==> src/rtl/core/tscf_pkg.sv <==
// Shared types and constants for the text section cleanup filter.
`default_nettype none

package tscf_pkg;

    localparam logic [7:0] NUL_BYTE   = 8'h00;
    localparam logic [7:0] MARK0_BYTE = 8'hEF;
    localparam logic [7:0] MARK1_BYTE = 8'hBB;
    localparam logic [7:0] MARK2_BYTE = 8'hBF;
    localparam logic [7:0] NEWLINE    = 8'h0A;
    localparam logic [7:0] DASH       = 8'h2D;

    // Number of held marker bytes
    localparam logic [1:0] HELD_NONE = 2'd0;
    localparam logic [1:0] HELD_EF   = 2'd1;
    localparam logic [1:0] HELD_EFBB = 2'd2;

    localparam int QUEUE_DEPTH = 4;
    localparam int QPTR_W      = 2;

    // Work for one input: separator, held flush, byte, trailing flush
    typedef struct packed {
        logic       sep;
        logic [1:0] pre_n;
        logic       byte_v;
        logic [7:0] data;
        logic [1:0] post_n;
    } cmd_t;

endpackage

`default_nettype wire

==> src/rtl/core/text_section_cleanup_filter.sv <==
// Top level of the text section cleanup filter.
//
//  Channel | Direction | tdata          | tlast        | Meaning
//  s_      | in        | in_byte[7:0]   | section_last | raw section bytes
//  m_      | out       | out_byte[7:0]  | run_last     | cleaned bytes, separators
//
// One input beat per cycle while the command queue has room; the back end
// sends one beat per cycle while m_tready is high, so an item with one result
// sustains one per cycle. A separator takes SEPARATOR_DASHES + 3 beats;
// an item yields at most SEPARATOR_DASHES + 4. An input beat reaches m_ through
// the command queue, the back end's command register and its output register.
// Reset is synchronous on aresetn low and clears queue pointers and control state.
// A stall on m_ backs up into the queue and then drops s_tready.
`default_nettype none

module text_section_cleanup_filter #(
    parameter int SEPARATOR_DASHES = 21
) (
    input  wire        aclk,
    input  wire        aresetn,
    input  wire        s_tvalid,
    output logic       s_tready,
    input  wire  [7:0] s_tdata,   // in_byte[7:0]
    input  wire        s_tlast,   // section_last
    output logic       m_tvalid,
    input  wire        m_tready,
    output logic [7:0] m_tdata,   // out_byte[7:0]
    output logic       m_tlast    // run_last
);

    tscf_pkg::cmd_t push_cmd, head_cmd;
    logic           push, push_ready, pop, head_valid;

    tscf_front u_front (
        .aclk     (aclk),
        .aresetn  (aresetn),
        .s_tvalid (s_tvalid),
        .s_tready (s_tready),
        .s_tdata  (s_tdata),
        .s_tlast  (s_tlast),
        .q_push   (push),
        .q_cmd    (push_cmd),
        .q_ready  (push_ready)
    );

    tscf_queue u_queue (
        .aclk       (aclk),
        .aresetn    (aresetn),
        .push       (push),
        .push_cmd   (push_cmd),
        .push_ready (push_ready),
        .pop        (pop),
        .head_cmd   (head_cmd),
        .head_valid (head_valid)
    );

    tscf_back #(
        .SEPARATOR_DASHES (SEPARATOR_DASHES)
    ) u_back (
        .aclk       (aclk),
        .aresetn    (aresetn),
        .head_valid (head_valid),
        .head_cmd   (head_cmd),
        .pop        (pop),
        .m_tvalid   (m_tvalid),
        .m_tready   (m_tready),
        .m_tdata    (m_tdata),
        .m_tlast    (m_tlast)
    );

endmodule

`default_nettype wire

==> src/rtl/core/tscf_front.sv <==
// Front end: accepts bytes, tracks marker and null-run state, issues commands.
`default_nettype none

module tscf_front (
    input  wire               aclk,
    input  wire               aresetn,
    input  wire               s_tvalid,
    output logic              s_tready,
    input  wire  [7:0]        s_tdata,   // in_byte[7:0]
    input  wire               s_tlast,   // section_last
    output logic              q_push,
    output tscf_pkg::cmd_t    q_cmd,
    input  wire               q_ready
);

    logic [1:0] held_reg, held_next;
    logic       null_reg, null_next;
    logic       consumed;
    logic       accept;

    assign s_tready = q_ready;
    assign accept   = s_tvalid && q_ready;

    always_comb begin
        q_cmd        = '0;
        q_cmd.data   = s_tdata;
        held_next    = (held_reg == 2'd3) ? tscf_pkg::HELD_NONE : held_reg;
        null_next    = null_reg;
        consumed     = 1'b0;
        if (s_tdata == tscf_pkg::NUL_BYTE) begin
            q_cmd.pre_n = held_next;
            held_next   = tscf_pkg::HELD_NONE;
            null_next   = 1'b1;
        end else begin
            q_cmd.sep = null_reg;
            null_next = 1'b0;
            if (held_next == tscf_pkg::HELD_EF) begin
                if (s_tdata == tscf_pkg::MARK1_BYTE) begin
                    held_next = tscf_pkg::HELD_EFBB;
                    consumed  = 1'b1;
                end else begin
                    q_cmd.pre_n = tscf_pkg::HELD_EF;
                    held_next   = tscf_pkg::HELD_NONE;
                end
            end else if (held_next == tscf_pkg::HELD_EFBB) begin
                // Complete marker: drop it; a broken one flushes the held bytes
                if (s_tdata == tscf_pkg::MARK2_BYTE) begin
                    held_next = tscf_pkg::HELD_NONE;
                    consumed  = 1'b1;
                end else begin
                    q_cmd.pre_n = tscf_pkg::HELD_EFBB;
                    held_next   = tscf_pkg::HELD_NONE;
                end
            end
            if (!consumed) begin
                if (s_tdata == tscf_pkg::MARK0_BYTE) begin
                    held_next = tscf_pkg::HELD_EF;
                end else begin
                    q_cmd.byte_v = 1'b1;
                end
            end
        end
        if (s_tlast) begin
            q_cmd.post_n = held_next;
            held_next    = tscf_pkg::HELD_NONE;
            null_next    = 1'b0;
        end
    end

    // Skip commands that produce no beats
    assign q_push = accept && (q_cmd.sep || (q_cmd.pre_n != 2'd0) || q_cmd.byte_v
                               || (q_cmd.post_n != 2'd0));

    always_ff @(posedge aclk) begin
        if (!aresetn) begin
            held_reg <= tscf_pkg::HELD_NONE;
            null_reg <= 1'b0;
        end else if (accept) begin
            held_reg <= held_next;
            null_reg <= null_next;
        end
    end

endmodule

`default_nettype wire

==> src/rtl/core/tscf_queue.sv <==
// Small command queue between front and back end.
`default_nettype none

module tscf_queue (
    input  wire               aclk,
    input  wire               aresetn,
    input  wire               push,
    input  tscf_pkg::cmd_t    push_cmd,
    output logic              push_ready,
    input  wire               pop,
    output tscf_pkg::cmd_t    head_cmd,
    output logic              head_valid
);

    tscf_pkg::cmd_t mem_reg [tscf_pkg::QUEUE_DEPTH];

    logic [tscf_pkg::QPTR_W-1:0] wr_ptr_reg, wr_ptr_next;
    logic [tscf_pkg::QPTR_W-1:0] rd_ptr_reg, rd_ptr_next;
    logic [tscf_pkg::QPTR_W:0]   count_reg, count_next;
    logic                        do_push, do_pop;

    assign push_ready = (count_reg != (tscf_pkg::QPTR_W+1)'(tscf_pkg::QUEUE_DEPTH));
    assign head_valid = (count_reg != '0);
    assign head_cmd   = mem_reg[rd_ptr_reg];
    assign do_push    = push && push_ready;
    assign do_pop     = pop && head_valid;

    always_comb begin
        wr_ptr_next = do_push ? wr_ptr_reg + 1'b1 : wr_ptr_reg;
        rd_ptr_next = do_pop ? rd_ptr_reg + 1'b1 : rd_ptr_reg;
        count_next  = count_reg;
        if (do_push && !do_pop) begin
            count_next = count_reg + 1'b1;
        end else if (do_pop && !do_push) begin
            count_next = count_reg - 1'b1;
        end
    end

    always_ff @(posedge aclk) begin
        if (do_push) begin
            mem_reg[wr_ptr_reg] <= push_cmd;
        end
    end

    always_ff @(posedge aclk) begin
        if (!aresetn) begin
            wr_ptr_reg <= '0;
            rd_ptr_reg <= '0;
            count_reg  <= '0;
        end else begin
            wr_ptr_reg <= wr_ptr_next;
            rd_ptr_reg <= rd_ptr_next;
            count_reg  <= count_next;
        end
    end

endmodule

`default_nettype wire

==> src/rtl/core/tscf_back.sv <==
// Back end: expands each command into output beats through an output register.
`default_nettype none

module tscf_back #(
    parameter int SEPARATOR_DASHES = 21
) (
    input  wire               aclk,
    input  wire               aresetn,
    input  wire               head_valid,
    input  tscf_pkg::cmd_t    head_cmd,
    output logic              pop,
    output logic              m_tvalid,
    input  wire               m_tready,
    output logic [7:0]        m_tdata,   // out_byte[7:0]
    output logic              m_tlast    // run_last
);

    localparam int SEP_LEN = SEPARATOR_DASHES + 3;
    localparam int CNT_W   = (SEP_LEN > 4) ? $clog2(SEP_LEN) : 2;

    typedef enum logic [4:0] {
        PH_IDLE = 5'b00001,
        PH_SEP  = 5'b00010,
        PH_PRE  = 5'b00100,
        PH_BYTE = 5'b01000,
        PH_POST = 5'b10000
    } phase_t;

    localparam logic [1:0] FROM_SEP  = 2'd0;
    localparam logic [1:0] FROM_PRE  = 2'd1;
    localparam logic [1:0] FROM_BYTE = 2'd2;
    localparam logic [1:0] FROM_POST = 2'd3;

    // First phase at or after the given one that has beats
    function automatic phase_t pick(tscf_pkg::cmd_t c, logic [1:0] from);
        phase_t p;
        p = PH_IDLE;
        if (from == FROM_SEP && c.sep) begin
            p = PH_SEP;
        end else if (from <= FROM_PRE && c.pre_n != 2'd0) begin
            p = PH_PRE;
        end else if (from <= FROM_BYTE && c.byte_v) begin
            p = PH_BYTE;
        end else if (c.post_n != 2'd0) begin
            p = PH_POST;
        end
        return p;
    endfunction

    phase_t         phase_reg, phase_next, after;
    tscf_pkg::cmd_t cur_reg, cur_next;
    logic [CNT_W-1:0] cnt_reg, cnt_next;
    logic           m_valid_reg, m_valid_next;
    logic [7:0]     m_data_reg, m_data_next;
    logic           m_last_reg, m_last_next;
    logic           busy, advance, phase_done, beat_last;
    logic [7:0]     beat_data;

    assign busy     = (phase_reg != PH_IDLE);
    assign advance  = !m_valid_reg || m_tready;
    assign m_tvalid = m_valid_reg;
    assign m_tdata  = m_data_reg;
    assign m_tlast  = m_last_reg;

    always_comb begin
        beat_data  = tscf_pkg::NEWLINE;
        phase_done = 1'b0;
        after      = PH_IDLE;
        case (phase_reg)
            PH_SEP: begin
                if (cnt_reg != '0 && cnt_reg <= CNT_W'(SEPARATOR_DASHES)) begin
                    beat_data = tscf_pkg::DASH;
                end
                phase_done = (cnt_reg == CNT_W'(SEP_LEN - 1));
                after      = pick(cur_reg, FROM_PRE);
            end
            PH_PRE: begin
                beat_data  = (cnt_reg == '0) ? tscf_pkg::MARK0_BYTE : tscf_pkg::MARK1_BYTE;
                phase_done = (cnt_reg == CNT_W'(cur_reg.pre_n - 2'd1));
                after      = pick(cur_reg, FROM_BYTE);
            end
            PH_BYTE: begin
                beat_data  = cur_reg.data;
                phase_done = 1'b1;
                after      = pick(cur_reg, FROM_POST);
            end
            PH_POST: begin
                beat_data  = (cnt_reg == '0) ? tscf_pkg::MARK0_BYTE : tscf_pkg::MARK1_BYTE;
                phase_done = (cnt_reg == CNT_W'(cur_reg.post_n - 2'd1));
                after      = PH_IDLE;
            end
            default: begin
                beat_data  = tscf_pkg::NEWLINE;
                phase_done = 1'b0;
                after      = PH_IDLE;
            end
        endcase
        beat_last = phase_done && (after == PH_IDLE);
    end

    always_comb begin
        phase_next   = phase_reg;
        cur_next     = cur_reg;
        cnt_next     = cnt_reg;
        m_valid_next = m_valid_reg;
        m_data_next  = m_data_reg;
        m_last_next  = m_last_reg;
        pop          = 1'b0;
        if (advance) begin
            m_valid_next = busy;
            m_data_next  = beat_data;
            m_last_next  = beat_last;
            if (busy) begin
                if (!phase_done) begin
                    cnt_next = cnt_reg + 1'b1;
                end else begin
                    phase_next = after;
                    cnt_next   = '0;
                end
            end
        end
        // Load the next command when idle or as the current one finishes
        if (head_valid && (!busy || (advance && beat_last))) begin
            pop        = 1'b1;
            cur_next   = head_cmd;
            phase_next = pick(head_cmd, FROM_SEP);
            cnt_next   = '0;
        end
    end

    always_ff @(posedge aclk) begin
        cur_reg    <= cur_next;
        m_data_reg <= m_data_next;
        m_last_reg <= m_last_next;
    end

    always_ff @(posedge aclk) begin
        if (!aresetn) begin
            phase_reg   <= PH_IDLE;
            cnt_reg     <= '0;
            m_valid_reg <= 1'b0;
        end else begin
            phase_reg   <= phase_next;
            cnt_reg     <= cnt_next;
            m_valid_reg <= m_valid_next;
        end
    end

endmodule

`default_nettype wire

==> config.mk <==
export PLATFORM = sky130hd
export DESIGN_NAME = text_section_cleanup_filter
export DESIGN_NICKNAME = d
export VERILOG_FILES = /design/src/rtl/core/tscf_pkg.sv /design/src/rtl/core/text_section_cleanup_filter.sv /design/src/rtl/core/tscf_front.sv /design/src/rtl/core/tscf_queue.sv /design/src/rtl/core/tscf_back.sv
export SDC_FILE = /design/constraint.sdc
export NUM_CORES = 1
export LEC_CHECK = 0
export BUFFER_PORTS_ARGS = -buffer_cell sky130_fd_sc_hd__clkbuf_2
export CAP_MARGIN = 30
export CORE_AREA = 2 2 96 98
export CTS_CLUSTER_SIZE = 8
export DETAILED_ROUTE_END_ITERATION = 10
export DIE_AREA = 0 0 98 100
export GPL_ROUTABILITY_DRIVEN = 0
export PLACE_DENSITY = 0.72
export SLEW_MARGIN = 15
export SYNTH_ARGS = -nofsm -noshare
export SYNTH_HDL_FRONTEND = slang
export SYNTH_SLANG_ARGS = --single-unit
==> constraint.sdc <==
create_clock -name aclk -period 7.2 [get_ports aclk]
set_clock_uncertainty 0.1 [all_clocks]
set_input_delay 1.08 -clock aclk [delete_from_list [all_inputs] [get_ports aclk]]
set_output_delay 1.08 -clock aclk [all_outputs]
set_load 0.02 [all_outputs]
==> summary.md, run 1 <==
| Metric | Value |
|---|---|
| Status | complete, no violations |
| Total track usage | 18.3% |
| Share of cells above drive strength 1 | 17.9% |
| Post-layout nets | 399 |
| Top-area cell type share of the netlist area | 49.7% |
| Crit Path Max Fanout | 7 |
| Cell Pwr Density | approximately 350 nW/µm² |
| Clk pwr share | about a fifth |
| Setup Buffers After CTS | 0 |
| Worst slew pin tran | 0.785 ns |
| CTS tree | yes |
| Post-route ant nets | 0 |
| CP required | 7.38 ns |
| Initial Utilization | approximately 53% |
| Hold Buf Count CTS | 0 |
| Largest net degree at the start of global routing | 20 |
| Flop-to-flop setup slack | 3.52 ns |
| Design area | 5070 µm² |
| Met2 usage | 29.7% |
| Std-Cell Rows | 35 |
| Yosys cell types | 66 |
| Die H | 100 µm |
| Internal Power | 1130 µW |
| Post-place instance area | roughly 4900 µm² |
| Vias in the first global route | 2,711 |
| CP endpoint kind | flop |
| CTS resizes | 0 |
| Core area | ~8900 µm² |
| Reg-to-reg endpoint | u_queue.count_reg[2] |
| Finished Core Util | 57.0% |
| WL final | roughly 8600 µm |
| WHS | roughly 0.41 ns |
| DR DRC count | 0 |
| Fill cells | 737 |
| Sequential area share after synthesis | 59.5% |
| Max reg flops | 56 |
| Clock Pin Slew Worst Setup and Hold Paths | 0.10 ns |
| WP data arrival | just over 4 ns |
| Synth Instances | 353 |
| Clock Sinks | 101 |
| Slew HR | 47.6% |
| Min-Delay Path Class | reg -> reg |
| Count of final hold-check violations | 0 |
| Sw power | 665 µW |
| Reg area | around 2800 µm² |
| Hold Startpoint | u_queue.rd_ptr_reg[1] |
| CTS buffer count | 9 |
| Post-DP HPWL | 5900 µm |
| Synth warnings | 0 |
| Cells on worst reg2reg path | 14 |
| Final Slew Violations | 0 |
| F_max | between 0.2 and 0.3 GHz |
| Final setup TNS | 0 ns |
| Area occupied by multi-input gates | approximately 1700 µm² |
| Yosys reg bits | slightly above 100 |
| Pre-antenna DRT Iters | 4 |
| # Max-Cap Violations | 0 |
| Kind of critical path | in -> reg |
| Ports | 24 |
| Antenna violations before repair | 0 |
| Async set or reset register ratio after synthesis | 0% |
| Avg WL per Cell | 17.5 µm |
| Tmin final | between 3 and 4 ns |
| Sw frac | 36.9% |
| Maximum vdd ir drop | 187 µV |
| Top cells by area, synth | edfxtp_1, dfxtp_1, mux4_2 |
| Logic pwr share | 34.4% |
| Leakage | 0.00179 µW |
| Met3 Use GR | 3.34% |
| Vias/cell | 5.90 |
| Clock Root Buffer | clkbuf_8 |
| Total Power | 1800 µW |
| EDFF count, synth | 78 |
| Global-route wire length before repair | approximately 14,000 µm |
| Later-pin clock latency in the skew report | around 0.37 ns |
| Worst setup SP type | input port |
| Avg Cell Area, Syn | 13.3 µm² |
| Die width | 98 µm |
| Grt met1 use | 24.6% |
| Max Buffers Root-to-Sink | 2 |
| Setup-failing EPs final | 0 |
| H-tree Lvls | 3 |
| Hold path cells | 2 |
| Critical R2R Launch | u_back.cur_reg[11] |
| RSZ-0062 raised after global routing | false |
| GRT busiest layer | met2 |
| Fin crit share | 53.9% |
| ANT cells | 0 |
| Dominant synthesized flop cell | edfxtp_1 |
| Drt first-iter violations | 175 |
| Die area | 9800 µm² |
| Reg power frac | 46.4% |
| Via count | roughly 2,900 |
| Number of port buffers | 23 |
| Area Growth Syn to Fin | 7.59% |
| Synthesized Nets | 378 |
| Cell Area, Synth | 4710 µm² |
| Area leader, netlist | edfxtp_1 |
| Global route overflow | 0 |
## cells by family after synthesis
logic type      after synthesis  share of synthesized area [%]
xor+xnor                      9                           1.67
flops                       101                           59.5
buf+inv                      34                           4.12
fa+ha+maj                    12                           3.35
mux                          18                           7.54
compound gates               65                           10.7
simple gates                114                           13.1
## cells in the mapped netlist, types with 4 or more instances
| cell | n |
|---|---|
| edfxtp_1 | 78 |
| nand2_1 | 26 |
| nor2_1 | 24 |
| dfxtp_1 | 23 |
| a21oi_1 | 20 |
| inv_1 | 18 |
| mux4_2 | 14 |
| nor3_1 | 14 |
| ha_1 | 11 |
| o21ai_0 | 9 |
| buf_6 | 8 |
| nand3_1 | 6 |
| xor2_1 | 6 |
| and2_1 | 5 |
| nor4_1 | 5 |
| a211oi_1 | 4 |
| clkbuf_1 | 4 |
| mux2i_1 | 4 |
| nor3b_1 | 4 |
## layout make-up
type	count	share of cell area [%]
timing repair buffer	25	2.96
inverter	19	1.41
tap	111	2.74
clock buffer	9	2.44
sequential	101	55.3
multi-input combinational	218	33.8
clock inverter	7	1.33
## placed cells by master (no fill, tap or decap), types with 2 or more instances in the layout
cell        n
a2111oi_4   2
or3_1       3
nor2b_1     3
o21ai_0     9
a211oi_1    4
xor2_1      6
nand3_1     6
nand4_1     3
mux4_2     14
ha_1       11
inv_1      18
clkinv_4    2
a31oi_1     2
dfxtp_1    23
and3_1      3
xnor2_1     3
and4bb_2    2
clkbuf_8    9
nor4_1      5
o31ai_1     2
nor2_1     24
nand2b_1    3
o21a_1      2
and2_1      5
nor3b_1     4
edfxtp_1   78
nor3_1     14
clkbuf_2   23
and3b_1     3
inv_6       2
nand3b_1    2
a21oi_1    20
mux2i_1     4
o31a_1      2
nand2_1    26
a21o_1      3
## critical path: stages
cell and delay [ns]:
clkbuf_2 0.13, and3_1 0.22, and3_1 0.22, a311oi_1 0.56
a311o_1 0.19, o311a_1 0.33, ha_1 0.26, inv_1 0.07
fa_1 0.37, xor2_1 0.18, or3_1 0.31, a21oi_1 0.14
## worst max path at each step
stage	startpoint	to	slack, ns	depth (start not counted)
after floorplan	m_tready	u_queue.count_reg[2]	3.31	13
after global placement	m_tready	u_queue.count_reg[2]	2.84	13
after CTS	s_tdata[3]	u_queue.count_reg[2]	3.32	12
after detailed placement	s_tdata[3]	u_queue.count_reg[2]	2.96	12
final	s_tdata[3]	u_queue.count_reg[2]	3.32	12
after global routing	s_tdata[3]	u_queue.count_reg[2]	3.08	12
## layer usage
layer	part of all wire (%)	up-vias
met5	0	-
li1	-	1391
met4	1.9	0
met3	4.1	20
met2	49	76
met1	45	1403
## metrics by stage
step / setup WS [ns] / cells
finish: 3.32 / 490
detailed placement: 2.96 / 473
global placement: 2.84 / 472
global route: 3.08 / 490
CTS: 3.32 / 489
floorplan: 3.31 / 353
## power by group through the flow
stage               Clock (µW)  Sequential, µW  Combinational (µW)
floorplan                    0             805                 516
global placement             0             856                 568
detailed placement           0             859                 588
CTS                        353             845                 591
global route               374             847                 684
finish                     345             835                 619
No activity file was read; power rests on OpenSTA's default activity.
==> run 2, diff against run 1 <==
--- a/config.mk
+++ b/config.mk
@@ -12,7 +12,7 @@
 export DETAILED_ROUTE_END_ITERATION = 10
 export DIE_AREA = 0 0 98 100
 export GPL_ROUTABILITY_DRIVEN = 0
-export PLACE_DENSITY = 0.72
+export PLACE_DENSITY = 0.74
 export SLEW_MARGIN = 15
 export SYNTH_ARGS = -nofsm -noshare
 export SYNTH_HDL_FRONTEND = slang
==> constraint.sdc (replaced) <==
create_clock -name aclk -period 3.2 [get_ports aclk]
set_clock_uncertainty 0.1 [all_clocks]
set_input_delay 0.48 -clock aclk [delete_from_list [all_inputs] [get_ports aclk]]
set_output_delay 0.48 -clock aclk [all_outputs]
set_load 0.02 [all_outputs]
==> summary.md, run 2 (same netlist as run 1, synthesis figures left out) <==
| Metric | Value |
|---|---|
| Vias in the first global route | 3,074 |
| Crit Path Max Fanout | 2 |
| Count of final hold-check violations | 0 |
| Min-Delay Path Class | in -> reg |
| Flop-to-flop setup slack | 0.12 ns |
| Post-place instance area | 5030 µm² |
| WL final | 9140 µm |
| Design area | 5280 µm² |
| Finished Core Util | 59.4% |
| Area Growth Syn to Fin | 12.1% |
| Global-route wire length before repair | roughly 15,000 µm |
| CP Buf/Inv Count | 3 |
| Leakage | roughly 0.0019 µW |
| Cells on worst reg2reg path | 14 |
| Kind of critical path | reg -> reg |
| Die width | 98 µm |
| # Max-Cap Violations | 0 |
| Post-DP HPWL | 6570 µm |
| Critical R2R Launch | u_back.cur_reg[0] |
| Max reg flops | 56 |
| WHS | 0.265 ns |
| Share of cells above drive strength 1 | 24.8% |
| Drt first-iter violations | 174 |
| CP endpoint kind | flop |
| WP depth | 14 |
| Worst stage delay on the critical path | roughly 0.4 ns |
| Worst slew pin tran | 0.787 ns |
| Clock Root Buffer | clkbuf_8 |
| Post-layout nets | 423 |
| F_max | 0.325 GHz |
| Worst-path cell chain | inv_2 > ha_2 > and4bb_2 > nor4_4 > a2111oi_4 > o211ai_2 > a21oi_4 > inv_1 > ha_2 > inv_1 > fa_1 > xor2_1 > or3_1 > a21oi_2 |
| Max Buffers Root-to-Sink | 2 |
| Clock Pin Slew Worst Setup and Hold Paths | 0.11 ns |
| Total track usage | 19.6% |
| ANT cells | 0 |
| Status | complete, no violations |
| Most frequent cells in the layout | edfxtp_1, nand2_1, buf_4 |
| Crit path launch | u_back.cur_reg[0] |
| Core area | 8890 µm² |
| Initial Utilization | roughly 53% |
| Worst setup SP type | flop |
| Maximum vdd ir drop | 335 µV |
| Antenna violations before repair | 0 |
| Slew HR | 47.6% |
| Tmin final | between 3 and 4 ns |
| CTS buffer count | 9 |
| Slowest CP cell | edfxtp_1 |
| Cell Pwr Density | around 800 nW/µm² |
| Die area | just under 10,000 µm² |
| Ports | 24 |
| Largest net degree at the start of global routing | 20 |
| CP required | roughly 3.4 ns |
| Vias/cell | 5.88 |
| Reg-to-reg endpoint | u_queue.count_reg[2] |
| Std-Cell Rows | 35 |
| CTS tree | yes |
| DR DRC count | 0 |
| Final Slew Violations | 0 |
| Post-route ant nets | 0 |
| Clock Sinks | 101 |
| Crit path to | u_queue.count_reg[2] |
| Die H | 100 µm |
| Fin crit share | 96.1% |
| Later-pin clock latency in the skew report | between 0.3 and 0.4 ns |
| Number of port buffers | 23 |
| Pre-antenna DRT Iters | 5 |
| Family with the most delay on the worst path | simple AND/OR/NAND/NOR gates |
| Avg WL per Cell | ~18 µm |
| Setup-failing EPs final | 0 |
| Global route overflow | 0 |
| H-tree Lvls | 3 |
| Place WS | ~0.0047 ns |
| WP data arrival | 3.25 ns |
| Final worst slack | 0.124 ns |
| Commonest non-fill, non-tap cell in the layout | edfxtp_1 |
| Hold Startpoint | s_tdata[1] |
| Via count | 3,020 |
[run 2: worst min path at each step]
stage	endpoint	slack, ns	cells after the start
floorplan	u_front.null_reg	0.35	2
global placement	u_front.null_reg	0.37	2
detailed placement	u_queue.rd_ptr_reg[1]	0.38	2
CTS	u_queue.mem_reg[3][3]	0.25	1
global route	u_queue.mem_reg[3][3]	0.25	1
finish	u_queue.mem_reg[3][3]	0.26	1
[run 2: routing by layer]
metal  track usage [%]  wire length, µm
met5                 0                0
met4              5.24              129
met3              4.87              482
met2              34.0             4680
met1              24.9             3850
[run 2: where the power goes]
part / switching (µW) / total, µW / internal [µW]
sequential: 160 / 1840 / 1680
combinational: 915 / 1590 / 673
clock: 463 / 789 / 326
total: 1540 / 4220 / 2680
[run 2: final cells by class]
class                           count  area, µm²
Clock buffer                       10        138
Clock inverter                      6       62.6
Fill cell                         701       3610
Inverter                           19       71.3
Multi-Input combinational cell    218       1760
Sequential cell                   101       2800
Tap cell                          111        139
Timing Repair Buffer               49        310
[run 2: worst reg2reg max path: cells and delay by family (launching register included)]
kind            cells  cell delay (ns)
fa+ha+maj           3             0.82
flops               1             0.40
xor+xnor            1             0.18
simple gates        3             0.88
compound gates      4             0.43
buf+inv             3             0.20
[run 2: per-stage QoR]
| stage | instances | TNS [ns] | power [µW] |
|---|---|---|---|
| floorplan | 353 | 0 | 2990 |
| global placement | 496 | 0 | 3350 |
| detailed placement | 496 | 0 | 3390 |
| CTS | 512 | 0 | 4180 |
| global route | 514 | -0.0126 | 4490 |
| finish | 514 | 0 | 4220 |
[run 2: timing repair]
action | in CTS | in global routing
hold buffers | 0 | 0
resized for setup | 0 | 9
buffers inserted | 0 | 2
setup endpoints to repair | 0 | 2
